[src/hw/rtl/grpw_pkg.sv]
// shared types and constants of the glyph row pixel writer
package grpw_pkg;

   localparam int GLYPH_WIDTH  = 8;
   localparam int GLYPH_HEIGHT = 16;

   localparam logic [31:0] TRANSPARENT_COLOR = 32'hFFFF_FFFF;
   localparam logic [7:0]  LEFT_PIXEL_MASK   = 8'h80;

   localparam int CSR_INDEX_WIDTH = 3;

   // register reset values
   localparam logic        ENABLE_RESET        = 1'b0;
   localparam logic [31:0] DRAW_BASE_RESET     = 32'd0;
   localparam logic [12:0] SCREEN_WIDTH_RESET  = 13'd1024;
   localparam logic [12:0] SCREEN_HEIGHT_RESET = 13'd768;
   localparam logic [14:0] LINE_PITCH_RESET    = 15'd4096;
   localparam logic [1:0]  PIXEL_FORMAT_RESET  = 2'd2;

   typedef enum logic [CSR_INDEX_WIDTH-1:0] {
      CSR_ENABLE        = 3'd0,
      CSR_DRAW_BASE     = 3'd1,
      CSR_SCREEN_WIDTH  = 3'd2,
      CSR_SCREEN_HEIGHT = 3'd3,
      CSR_LINE_PITCH    = 3'd4,
      CSR_PIXEL_FORMAT  = 3'd5
   } csr_index_type;

   typedef enum logic [1:0] {
      FMT_16BPP = 2'd0,
      FMT_24BPP = 2'd1,
      FMT_32BPP = 2'd2
   } pixel_format_type;

   typedef struct packed {
      logic signed [15:0] glyph_x;
      logic signed [15:0] glyph_y;
      logic [3:0]         row_index;
      logic [7:0]         row_bits;
      logic [31:0]        fg_color;
      logic [31:0]        bg_color;
   } req_type;

   typedef struct packed {
      logic [31:0] write_address;
      logic [31:0] write_data;
      logic [2:0]  byte_count;
      logic        last;
   } rsp_type;

endpackage

[src/hw/rtl/glyph_row_pixel_writer_top.sv]
// glyph row pixel writer: one glyph row in, clipped framebuffer pixel writes out
//
// Each request carries one 8-pixel row of a monochrome glyph. Set bits write the
// foreground color, clear bits the background color unless the background is
// all ones (transparent). Pixels outside screen_width x screen_height are
// clipped. Every drawn pixel leaves as one response, left to right, with the
// byte address draw_base + y*line_pitch + x*bytes (wrapping at 2^32), the color
// masked to 2, 3 or 4 bytes, the byte count and a last flag on the row's final
// write. A request passes three register stages (clip, multiply, address
// add) and then a pixel serializer and the response register before its
// first write appears. The serializer and the single response port set the
// pace: a row holds the serializer until all of its drawn pixels are sent,
// rows that draw nothing take no serializer time, and later rows wait in the
// register stages meanwhile, so requests stall only when those are full or
// the response side holds off. Configuration writes are always accepted and
// must only be made while no row is in flight.
module glyph_row_pixel_writer_top (
   input  logic              clock,
   input  logic              reset,
   // row requests
   input  logic              req_valid,
   output logic              req_ready,
   input  grpw_pkg::req_type req_data,
   // pixel write responses
   output logic              rsp_valid,
   input  logic              rsp_ready,
   output grpw_pkg::rsp_type rsp_data,
   // register writes
   input  logic                                   csr_valid,
   output logic                                   csr_ready,
   input  logic [grpw_pkg::CSR_INDEX_WIDTH-1:0]   csr_index,
   input  logic [31:0]                            csr_wdata
);

   // ---------------------------------------------------------------
   // stage payloads
   // ---------------------------------------------------------------
   // after clipping: row on screen, per-column draw mask (bit c = column c)
   typedef struct packed {
      logic [12:0] py;
      logic [15:0] gx;
      logic [7:0]  mask;
      logic [7:0]  row_bits;
      logic [31:0] fg;
      logic [31:0] bg;
   } s1_type;

   // after the line multiply and the column offset
   typedef struct packed {
      logic [27:0] line_offset;
      logic [31:0] col_offset;
      logic [7:0]  mask;
      logic [7:0]  row_bits;
      logic [31:0] fg;
      logic [31:0] bg;
      logic [2:0]  bytes;
   } s2_type;

   // start address of column 0, ready for the serializer
   typedef struct packed {
      logic [31:0] start;
      logic [7:0]  mask;
      logic [7:0]  row_bits;
      logic [31:0] fg;
      logic [31:0] bg;
      logic [2:0]  bytes;
   } s3_type;

   // ---------------------------------------------------------------
   // configuration registers
   // ---------------------------------------------------------------
   logic        enable_ff,        enable_in;
   logic [31:0] draw_base_ff,     draw_base_in;
   logic [12:0] screen_width_ff,  screen_width_in;
   logic [12:0] screen_height_ff, screen_height_in;
   logic [14:0] line_pitch_ff,    line_pitch_in;
   logic [1:0]  pixel_format_ff,  pixel_format_in;

   assign csr_ready = 1'b1;

   always_comb begin
      enable_in        = enable_ff;
      draw_base_in     = draw_base_ff;
      screen_width_in  = screen_width_ff;
      screen_height_in = screen_height_ff;
      line_pitch_in    = line_pitch_ff;
      pixel_format_in  = pixel_format_ff;
      if (csr_valid) begin
         // indexes past the register list are dropped
         case (grpw_pkg::csr_index_type'(csr_index))
            grpw_pkg::CSR_ENABLE:        enable_in        = csr_wdata[0];
            grpw_pkg::CSR_DRAW_BASE:     draw_base_in     = csr_wdata;
            grpw_pkg::CSR_SCREEN_WIDTH:  screen_width_in  = csr_wdata[12:0];
            grpw_pkg::CSR_SCREEN_HEIGHT: screen_height_in = csr_wdata[12:0];
            grpw_pkg::CSR_LINE_PITCH:    line_pitch_in    = csr_wdata[14:0];
            grpw_pkg::CSR_PIXEL_FORMAT:  pixel_format_in  = csr_wdata[1:0];
            default: ;
         endcase
      end
   end

   always_ff @(posedge clock) begin
      if (reset) begin
         enable_ff        <= grpw_pkg::ENABLE_RESET;
         draw_base_ff     <= grpw_pkg::DRAW_BASE_RESET;
         screen_width_ff  <= grpw_pkg::SCREEN_WIDTH_RESET;
         screen_height_ff <= grpw_pkg::SCREEN_HEIGHT_RESET;
         line_pitch_ff    <= grpw_pkg::LINE_PITCH_RESET;
         pixel_format_ff  <= grpw_pkg::PIXEL_FORMAT_RESET;
      end else begin
         enable_ff        <= enable_in;
         draw_base_ff     <= draw_base_in;
         screen_width_ff  <= screen_width_in;
         screen_height_ff <= screen_height_in;
         line_pitch_ff    <= line_pitch_in;
         pixel_format_ff  <= pixel_format_in;
      end
   end

   // pixel format decode, to be kept static by the user while rows are in flight (unenforced)
   logic        fmt_ok;
   logic [2:0]  fmt_bytes;
   logic [31:0] fmt_dmask;

   always_comb begin
      case (grpw_pkg::pixel_format_type'(pixel_format_ff))
         grpw_pkg::FMT_16BPP: begin
            fmt_ok    = 1'b1;
            fmt_bytes = 3'd2;
            fmt_dmask = 32'h0000_FFFF;
         end
         grpw_pkg::FMT_24BPP: begin
            fmt_ok    = 1'b1;
            fmt_bytes = 3'd3;
            fmt_dmask = 32'h00FF_FFFF;
         end
         grpw_pkg::FMT_32BPP: begin
            fmt_ok    = 1'b1;
            fmt_bytes = 3'd4;
            fmt_dmask = 32'hFFFF_FFFF;
         end
         default: begin
            // unused format draws nothing
            fmt_ok    = 1'b0;
            fmt_bytes = 3'd4;
            fmt_dmask = 32'hFFFF_FFFF;
         end
      endcase
   end

   // ---------------------------------------------------------------
   // flow control: each stage moves when the next one has room
   // ---------------------------------------------------------------
   logic   s1_valid_ff, s1_valid_in;
   logic   s2_valid_ff, s2_valid_in;
   logic   s3_valid_ff, s3_valid_in;
   logic   ser_valid_ff, ser_valid_in;
   logic   rsp_valid_ff, rsp_valid_in;
   s1_type s1_ff, s1_in;
   s2_type s2_ff, s2_in;
   s3_type ser_ff, ser_in;
   s3_type s3_ff, s3_in;
   grpw_pkg::rsp_type rsp_ff, rsp_in;

   logic       out_free;
   logic       ser_emit;
   logic       ser_last;
   logic       ser_take;
   logic       s1_ready, s2_ready, s3_ready;
   logic [2:0] ser_col;
   logic [7:0] ser_rest;

   assign out_free = !rsp_valid_ff || rsp_ready;
   assign ser_emit = ser_valid_ff && out_free;
   assign ser_take = !ser_valid_ff || (ser_emit && ser_last);
   assign s3_ready = !s3_valid_ff || ser_take;
   assign s2_ready = !s2_valid_ff || s3_ready;
   assign s1_ready = !s1_valid_ff || s2_ready;
   assign req_ready = s1_ready;

   // ---------------------------------------------------------------
   // stage 1: row and column clipping, draw mask
   // ---------------------------------------------------------------
   logic [16:0] py_wide;
   logic        y_ok;
   logic        row_ok;
   logic [16:0] px_wide;
   logic [7:0]  draw_mask;

   always_comb begin
      // sign-extended sum never overflows 17 bits
      py_wide = {req_data.glyph_y[15], req_data.glyph_y} + {13'd0, req_data.row_index};
      y_ok    = !py_wide[16] && (py_wide[15:0] < {3'd0, screen_height_ff});
      row_ok  = int'(req_data.row_index) < grpw_pkg::GLYPH_HEIGHT;
      px_wide = '0;
      for (int col = 0; col < grpw_pkg::GLYPH_WIDTH; col++) begin
         px_wide = {req_data.glyph_x[15], req_data.glyph_x} + 17'(col);
         draw_mask[col] = !px_wide[16]
                        && (px_wide[15:0] < {3'd0, screen_width_ff})
                        && ((|(req_data.row_bits & (grpw_pkg::LEFT_PIXEL_MASK >> col)))
                            || (req_data.bg_color != grpw_pkg::TRANSPARENT_COLOR));
      end

      s1_in.py       = py_wide[12:0];
      s1_in.gx       = req_data.glyph_x;
      s1_in.mask     = (enable_ff && row_ok && fmt_ok && y_ok) ? draw_mask : 8'd0;
      s1_in.row_bits = req_data.row_bits;
      s1_in.fg       = req_data.fg_color;
      s1_in.bg       = req_data.bg_color;
      s1_valid_in    = s1_ready ? req_valid : s1_valid_ff;
   end

   // ---------------------------------------------------------------
   // stage 2: y * line_pitch, glyph_x * bytes, color masking
   // ---------------------------------------------------------------
   logic [31:0] gx_ext;

   always_comb begin
      gx_ext = {{16{s1_ff.gx[15]}}, s1_ff.gx};
      case (grpw_pkg::pixel_format_type'(pixel_format_ff))
         grpw_pkg::FMT_16BPP: s2_in.col_offset = gx_ext << 1;
         grpw_pkg::FMT_24BPP: s2_in.col_offset = gx_ext + (gx_ext << 1);
         grpw_pkg::FMT_32BPP: s2_in.col_offset = gx_ext << 2;
         default:             s2_in.col_offset = 32'd0;
      endcase
      // 13 x 15 bit product
      s2_in.line_offset = {15'd0, s1_ff.py} * {13'd0, line_pitch_ff};
      s2_in.mask        = s1_ff.mask;
      s2_in.row_bits    = s1_ff.row_bits;
      s2_in.fg          = s1_ff.fg & fmt_dmask;
      s2_in.bg          = s1_ff.bg & fmt_dmask;
      s2_in.bytes       = fmt_bytes;
      s2_valid_in       = s2_ready ? s1_valid_ff : s2_valid_ff;
   end

   // ---------------------------------------------------------------
   // stage 3: start address; rows with nothing to draw vanish here
   // ---------------------------------------------------------------
   always_comb begin
      s3_in.start    = draw_base_ff + {4'd0, s2_ff.line_offset} + s2_ff.col_offset;
      s3_in.mask     = s2_ff.mask;
      s3_in.row_bits = s2_ff.row_bits;
      s3_in.fg       = s2_ff.fg;
      s3_in.bg       = s2_ff.bg;
      s3_in.bytes    = s2_ff.bytes;
      s3_valid_in    = s3_ready ? (s2_valid_ff && (s2_ff.mask != 8'd0)) : s3_valid_ff;
   end

   // ---------------------------------------------------------------
   // serializer: one drawn pixel per cycle while the response register has room, leftmost first
   // ---------------------------------------------------------------
   logic [7:0] ser_pick;
   logic [5:0] ser_step;

   always_comb begin
      // lowest set mask bit is the leftmost remaining column
      ser_pick = ser_ff.mask & (~ser_ff.mask + 8'd1);
      ser_rest = ser_ff.mask & ~ser_pick;
      ser_last = (ser_rest == 8'd0);
      ser_col  = 3'd0;
      for (int col = grpw_pkg::GLYPH_WIDTH - 1; col >= 0; col--) begin
         if (ser_pick[col]) begin
            ser_col = 3'(col);
         end
      end
      ser_step = {3'd0, ser_col} * {3'd0, ser_ff.bytes};

      ser_in       = ser_ff;
      ser_valid_in = ser_valid_ff;
      if (ser_take) begin
         ser_valid_in = s3_valid_ff;
         ser_in       = s3_ff;
      end else if (ser_emit) begin
         ser_in.mask = ser_rest;
      end
   end

   // ---------------------------------------------------------------
   // response register
   // ---------------------------------------------------------------
   always_comb begin
      rsp_in       = rsp_ff;
      rsp_valid_in = rsp_valid_ff;
      if (ser_emit) begin
         rsp_valid_in         = 1'b1;
         rsp_in.write_address = ser_ff.start + {26'd0, ser_step};
         // row bit 7 is column 0
         rsp_in.write_data    = ser_ff.row_bits[~ser_col] ? ser_ff.fg : ser_ff.bg;
         rsp_in.byte_count    = ser_ff.bytes;
         rsp_in.last          = ser_last;
      end else if (rsp_ready) begin
         rsp_valid_in = 1'b0;
      end
   end

   assign rsp_valid = rsp_valid_ff;
   assign rsp_data  = rsp_ff;

   // ---------------------------------------------------------------
   // registers
   // ---------------------------------------------------------------
   always_ff @(posedge clock) begin
      if (reset) begin
         s1_valid_ff  <= 1'b0;
         s2_valid_ff  <= 1'b0;
         s3_valid_ff  <= 1'b0;
         ser_valid_ff <= 1'b0;
         rsp_valid_ff <= 1'b0;
      end else begin
         s1_valid_ff  <= s1_valid_in;
         s2_valid_ff  <= s2_valid_in;
         s3_valid_ff  <= s3_valid_in;
         ser_valid_ff <= ser_valid_in;
         rsp_valid_ff <= rsp_valid_in;
      end
   end

   always_ff @(posedge clock) begin
      if (s1_ready) begin
         s1_ff <= s1_in;
      end
      if (s2_ready) begin
         s2_ff <= s2_in;
      end
      if (s3_ready) begin
         s3_ff <= s3_in;
      end
      ser_ff <= ser_in;
      rsp_ff <= rsp_in;
   end

   // ---------------------------------------------------------------
   // assertions
   // ---------------------------------------------------------------
   // a row held in the serializer always has a pixel left to send
   assert property (@(posedge clock) disable iff (reset)
      ser_valid_ff |-> (ser_ff.mask != 8'd0))
      else $error("serializer holds a row with an empty draw mask");

   // each emitted pixel that is not the last removes exactly one mask bit
   assert property (@(posedge clock) disable iff (reset)
      (ser_emit && !ser_last) |=>
         (ser_valid_ff && ($countones(ser_ff.mask) == $countones($past(ser_ff.mask)) - 1)))
      else $error("serializer dropped or repeated a pixel");

   // a row taken while drawing is disabled carries an empty mask
   assert property (@(posedge clock) disable iff (reset)
      (req_valid && req_ready && !enable_ff) |=> (s1_ff.mask == 8'd0))
      else $error("row accepted while disabled has pixels to draw");

   // byte count is always one of the three pixel sizes
   assert property (@(posedge clock) disable iff (reset)
      rsp_valid_ff |-> (rsp_ff.byte_count == 3'd2 || rsp_ff.byte_count == 3'd3
                        || rsp_ff.byte_count == 3'd4))
      else $error("response byte count out of range");

endmodule

[config.mk]
export PLATFORM = sky130hd
export DESIGN_NAME = glyph_row_pixel_writer_top
export DESIGN_NICKNAME = d
export VERILOG_FILES = /design/src/hw/rtl/grpw_pkg.sv /design/src/hw/rtl/glyph_row_pixel_writer_top.sv
export SDC_FILE = /design/constraint.sdc
export NUM_CORES = 1
export LEC_CHECK = 0
export ABC_AREA = 1
export ABC_CLOCK_PERIOD_IN_PS = 10150
export BUFFER_PORTS_ARGS = -buffer_cell sky130_fd_sc_hd__buf_2
export CORE_UTILIZATION = 56
export CTS_CLUSTER_SIZE = 12
export DETAILED_ROUTE_END_ITERATION = 7
export MAX_ROUTING_LAYER = met4
export PLACE_DENSITY = 0.77
export SYNTH_ARGS = -nofsm -noshare
export SYNTH_HDL_FRONTEND = slang
export SYNTH_SLANG_ARGS = --single-unit
[constraint.sdc]
create_clock -name clock -period 10.15 [get_ports clock]
set_clock_uncertainty 0.15 [all_clocks]
set_input_delay 2.03 -clock clock [delete_from_list [all_inputs] [get_ports clock]]
set_output_delay 2.03 -clock clock [all_outputs]
set_load 0.005 [all_outputs]
==> results of run 1 <==
-- state kept, by name (all words and copies together) (netlist names) --
name and flops:
s3_valid_ff 1, s2_valid_ff 1, enable_ff 1, s1_valid_ff 1
s1_ff 93, gx_ext 16, screen_height_ff 13, draw_base_ff 32
line_pitch_ff 15, ser_ff 115, pixel_format_ff 2, rsp_data 68
s3_ff 115, s2_ff 129, ser_valid_ff 1, rsp_valid 1
screen_width_ff 13
-- layout make-up --
type | instances | area (sq um) | share of cell area [%]
Sequential cell | 617 | 17700 | 44.6
Antenna cell | 6 | 15.0 | 0.0378
Clock inverter | 18 | 199 | 0.500
Tap cell | 846 | 1060 | 2.66
Clock buffer | 90 | 1830 | 4.59
Timing Repair Buffer | 228 | 1170 | 2.94
Multi-Input combinational cell | 2254 | 15600 | 39.3
Inverter | 577 | 2170 | 5.45
-- cells by family (layout without fill, tap and decap cells) --
family                   count (synthesis)  count (layout)  synth area share (%)
buffers and inverters                  657             913                  7.04
adder cells (fa/ha/maj)                426             426                  18.6
AO/OA/AOI/OAI                          379             379                  5.92
other                                    1               7                0.0105
flip-flops                             617             617                  49.5
XOR/XNOR                               156             156                  3.81
AND/OR/NAND/NOR                       1292            1292                  15.1
-- per-stage QoR --
stage / instances / area (sq um) / setup TNS [ns] / setup slack [ns]
finish: 4636 / 39800 / 0 / 4.49
global route: 4634 / 39800 / 0 / 4.22
CTS: 4630 / 39700 / 0 / 4.46
detailed placement: 4522 / 37700 / 0 / 4.46
global placement: 4522 / 37700 / 0 / 4.49
floorplan: 3528 / 35800 / -0.426 / -0.426
-- cell usage in the layout, fill, tap and decap left out, types with 4 or more instances in the layout --
cell type  synthesis  routed
nand3_1          152     152
dfxtp_1           81      81
nand3b_1           9       9
nand4_1           49      49
nand2_2            7       7
edfxtp_1         536     536
fa_1             179     179
xnor2_1           36      36
buf_4              4      11
nor2_2             3       4
inv_2              8       8
o211ai_1          10      10
o21ai_1            6       6
diode_2            0       6
or2_2             12      12
clkbuf_16          0      69
o21bai_1           7       7
nor2_1           298     296
a31oi_1           10      10
a21o_1            16      16
nor2_4             3       4
buf_2             15     217
nand2_1          696     694
inv_1            568     567
clkbuf_1          55      19
a211oi_1           9       9
clkinv_1           1       7
o21ai_0          141     141
a21oi_1          147     147
nor3_1            38      38
a21boi_0           9       9
o21a_1             8       8
nor4_1            13      13
xor2_1           120     120
ha_1             247     247
o221ai_1           4       4
-- routing by layer --
metal	up-vias	share of wire [%]	global-route usage, %
met5	-	0	-
met4	0	3.8	10.7
met3	182	6.5	4.04
met2	909	48	44.8
met1	11800	42	35.8
li1	12000	-	-
-- critical path, delay by kind of cell --
kind,cells,cell delay [ns]
simple gates,4,0.76
buf+inv,4,0.69
-- path summary, 6_finish.rpt --
check                                from         end  slack (ns)
worst max-delay path            rsp_ready   req_ready        4.49
worst min-delay path             s3_ff[6]   ser_ff[6]        0.25
worst max register to register  s1_ff[99]  s2_ff[137]        4.58
worst min register to register   s3_ff[6]   ser_ff[6]        0.25
-- cells in the mapped netlist (2+ instances only) --
library cell / n
nand3_1: 152
ha_1: 247
o221ai_1: 4
a21o_1: 16
nand4_1: 49
clkbuf_1: 55
nor2_4: 3
nand3_2: 3
o21a_1: 8
o21ai_1: 6
and3_1: 2
a211oi_1: 9
nor3_1: 38
o31ai_1: 3
o211ai_1: 10
o31a_1: 3
nand2_2: 7
dfxtp_1: 81
nand3b_1: 9
inv_1: 568
or2_2: 12
a31oi_1: 10
buf_1: 3
buf_2: 15
nor2_2: 3
xor2_1: 120
inv_2: 8
and2_1: 2
nor2_1: 298
o21ai_0: 141
edfxtp_1: 536
nor4_1: 13
buf_6: 3
fa_1: 179
a21boi_0: 9
o21bai_1: 7
a21oi_1: 147
nand2_1: 696
xnor2_1: 36
buf_4: 4
-- where the power goes --
part	switching (mW)	total, mW	leakage, nW	internal (mW)
clock network	0.981	2.28	0.979	1.30
logic	0.929	1.46	11.0	0.533
registers	0.184	3.27	6.34	3.08
total	2.09	7.01	18.3	4.91
==> out/results.ini, run 1 <==
[sta]
grt_setup_unrepaired=no
min_period_over_period_pct=55.8
setup_violations=0
report.final.slew_viol_count=0
period_minus_slack_ns=5.66
hold_slack_ns=0.254
clock.fmax_mhz=177
max-slew-margin-rel_pct=26.3
hold_viol=0
worst_slew_pin_slew_ns=1.10

[synthesis]
ys.flop_type=edfxtp_1
synth_cell_types=53
avgSynthCellArea_sq_um=10.2
yosysWarnings=0
synthesis.area_sq_um=35800
synth_top_area_cell=edfxtp_1
synth_seq_area_share_pct=49.5
yosysTopAreaCellShare_pct=44.9
yosys-top-cells-area=edfxtp_1 45%, fa_1 10%, ha_1 8.6%
async_reset_ff_share_pct=0
synth_nets=4102
synth_edf_count=536
ys_ff_latch=617
syn_inst=3528

[layout]
areaGrowthSynthToFinish_pct=11.0
fin_nets=4319
fin_util_pct=62.9
num-fill-cells=5042
final_layout_size_suffix_gt1_share_pct=9.46

[route]
drt_pass1_iterations=6
dr.first_iter.drc_count=2033
num_vias=24900
drc=0
wirelength_microns=86000
drtAntennaViolNets=0
wl_per_cell_microns=18.5
via_per_inst=5.37

[critical_path]
r2r_cells=18
cp_slowest_stage_delay_ns=0.26
cp_slowest_cell=inv_4
cp_max_fo=44
path_cells=buf_2 > nor2_1 > inv_1 > nand3_1 > nand4_1 > nor2_1 > inv_4 > buf_2
start_kind=input pin
worst_setup_path_end_kind=output port
cp.arrival_ns=3.48
path_class=in -> out
required_ns=7.97

[floorplan]
die_width_microns=255
core_region_area_sq_um=63200
die_h_microns=255
initial_core_util_pct=56.7
num_rows=92
io_pins=219
die_area_sq_um=65000

[power]
pwr_density_cell_nw_per_um2=176
leakage_nw=18.3
power_mw=7.01
worst_ir_drop_vdd_mv=0.131

[worst_hold_path]
min_path_type=reg -> reg
min_path_cells=0

[clock_tree]
cts_resized=0
post_cts_buffers=0
cts_inserted_buffers=67
cts_tree=done
htreeDepth=3
cts_max_path_buffers=3
cts_hold_buf=0
cts.sinks=617
worst_skew_pair.late_latency_ns=0.61
root_buffer=clkbuf_16
clk_pin_slew_ns=0.06

[global_route]
grt.overflow.total=0
grt_pass1_wl_microns=134000
grt_pass1_vias=24600
grt_use_total_pct=27.8
antenna_found_initial=5
grt_max_degree=79

[place]
hpwl_microns=64400
place.gp.congestion=1.00
portBuffers=217

[status]
status=finished, final reports clean

[run]
max_cap_viol_count=0

Note: power is estimated with default switching activity, not from simulation.
==> inputs of run 2 (changes only) <==
--- a/config.mk
+++ b/config.mk
@@ -6,7 +6,7 @@
 export NUM_CORES = 1
 export LEC_CHECK = 0
 export ABC_AREA = 1
-export ABC_CLOCK_PERIOD_IN_PS = 10150
+export ABC_CLOCK_PERIOD_IN_PS = 4800
 export BUFFER_PORTS_ARGS = -buffer_cell sky130_fd_sc_hd__buf_2
 export CORE_UTILIZATION = 56
 export CTS_CLUSTER_SIZE = 12
==> constraint.sdc (replaced) <==
create_clock -name clock -period 4.8 [get_ports clock]
set_clock_uncertainty 0.15 [all_clocks]
set_input_delay 0.96 -clock clock [delete_from_list [all_inputs] [get_ports clock]]
set_output_delay 0.96 -clock clock [all_outputs]
set_load 0.005 [all_outputs]
==> run 2 against run 1 <==
Against the previous run: the run now ends with setup timing left; first-iteration DRC count down 2.7%; combinational power rose to 2.5 times the previous value; sequential power up 110%; register-to-register slack worse by 4.8 ns; largest cell class unchanged; worst setup slack worse by 4.7 ns; clock power up 98%; hold slack worse by 0.024 ns; global-route usage down 1.7 points.
==> out/results.ini, run 2 (synthesis results as in run 1) <==
[power]
power_mw=15.0
pwr_density_cell_nw_per_um2=363
worst_ir_drop_vdd_mv=0.303
leakage_nw=19.0

[critical_path]
critPathTopFamily=adder cells
cp_slowest_cell=fa_2
cp_slowest_stage_delay_ns=0.58
cp_max_fo=7
path_class=reg -> reg
cp_num_buf_inv=7
required_ns=5.03
path_cells=buf_6 > buf_6 > nand2_1 > fa_2 > inv_1 > fa_1 > fa_2 > fa_1 > inv_1 > fa_1 > inv_2 > ha_4 > nand2_1 > nand2_2 > inv_1 > o21ai_2 > a21oi_2 > buf_4 > o21ai_4 > a21oi_2 > xnor2_1
cp.arrival_ns=5.22
worst_setup_path_end_kind=flip-flop
critical_path_depth=21
start_kind=flip-flop
r2r_cells=21

[floorplan]
core_region_area_sq_um=63200
initial_core_util_pct=56.7
die_h_microns=255
io_pins=219
die_width_microns=255
num_rows=92
die_area_sq_um=65000

[worst_hold_path]
min_path_cells=0
min_path_type=reg -> reg

[global_route]
antenna_found_initial=8
grt_max_degree=80
grt.overflow.total=0
grt_pass1_vias=24900
grt_pass1_wl_microns=128000
grt_use_total_pct=26.2

[status]
status=finished, violations left
violations=setup timing

[route]
drc=0
dr.first_iter.drc_count=1979
wl_per_cell_microns=17.4
via_per_inst=5.28
drtAntennaViolNets=0
wirelength_microns=82800
drt_pass1_iterations=5
num_vias=25200

[sta]
period_minus_slack_ns=5.00
max-slew-margin-rel_pct=28.1
setup_violations=15
setup_ws_ns=-0.200
grt_setup_unrepaired=yes
clock.fmax_mhz=200
report.final.slew_viol_count=0
tns_ns=-1.99
worst_slew_pin_slew_ns=1.07
min_period_over_period_pct=104
hold_viol=0

[layout]
final_cell_mix=669 x nand2_1, 536 x edfxtp_1, 531 x inv_1, 280 x nor2_1, 232 x ha_1
fin_nets=4449
final_common_cell=nand2_1
final_layout_size_suffix_gt1_share_pct=16.1
areaGrowthSynthToFinish_pct=15.6
regMostFlops=s2_ff
reg_top3=s2_ff x129, s3_ff x115, ser_ff x115
largest_reg_flops=129

[clock_tree]
cts_max_path_buffers=3
root_buffer=clkbuf_16
cts_inserted_buffers=61
clk_pin_slew_ns=0.06
cts_tree=done
worst_skew_pair.late_latency_ns=0.65
cts_hold_buf=0
htreeDepth=2
cts.sinks=617

[place]
place.gp.congestion=0.951
hpwl_microns=62000
portBuffers=217

[run]
max_cap_viol_count=0

run 2: cell count changes in the layout (fill, tap and decap cells not counted), moves of 12 or more:
cell,previous run,this run
buf_4,11,125
inv_1,567,531
inv_2,8,42
nand2_1,694,669
nand2_2,7,25
nor2_1,296,280
buf_6,0,15
ha_1,247,232
ha_4,0,15
a21oi_1,147,135
nor2_2,4,16
run 2: area by class of cell:
type,count,area (sq um)
Sequential cell,617,17700
Timing Repair Buffer,364,2330
Fill cell,4716,21800
Clock buffer,85,1640
Antenna cell,9,22.5
Inverter,577,2170
Clock inverter,14,246
Tap cell,846,1060
Multi-Input combinational cell,2254,16200
run 2: power breakdown:
part / internal [mW] / leakage (nW) / switching (mW)
logic: 1.50 / 11.8 / 2.20
registers: 6.51 / 6.34 / 0.308
clock network: 2.58 / 0.896 / 1.94
run 2: path summary, 6_finish.rpt:
check | start | endpoint | slack (ns)
min reg2reg | s3_ff[2] | ser_ff[2] | 0.23
max reg2reg | s1_ff[103] | s2_ff[137] | -0.20
min | s3_ff[2] | ser_ff[2] | 0.23
max | s1_ff[103] | s2_ff[137] | -0.20
run 2: what timing repair did:
| action | 4_1_cts | 5_1_grt |
|---|---|---|
| gates cloned | 0 | 0 |
| buffers inserted | 22 | 15 |
| resized for setup | 72 | 92 |
| pin swaps | 35 | 61 |
| setup endpoints to repair | 17 | 22 |
run 2: worst register-to-register path, cell delays in order (launching register included):
cell      delay (ns)
edfxtp_1        0.43
buf_6           0.16
buf_6           0.10
nand2_1         0.07
fa_2            0.58
inv_1           0.05
fa_1            0.55
fa_2            0.46
fa_1            0.52
inv_1           0.05
fa_1            0.49
inv_2           0.05
ha_4            0.30
nand2_1         0.07
nand2_2         0.07
inv_1           0.06
o21ai_2         0.09
a21oi_2         0.09
buf_4           0.15
o21ai_4         0.07
a21oi_2         0.08
xnor2_1         0.13
run 2: per-layer routing:
layer	track usage [%]	vias up	share of wire (%)
met5	-	-	0
met4	7.66	0	2.5
met3	4.15	136	6.4
met2	43.4	801	49
met1	33.3	12000	42
li1	-	12300	-
run 2: per-stage QoR:
stage	hold slack, ns	util (%)	instance area, sq um	std cells	worst slack (ns)
global placement	0.250	61.2	38700	4623	-0.211
detailed placement	0.255	61.2	38700	4623	-0.338
global route	0.259	65.5	41400	4764	-0.384
CTS	0.240	64.9	41000	4743	-0.173
finish	0.230	65.5	41400	4766	-0.200
floorplan	0.250	-	36100	3528	-3.54
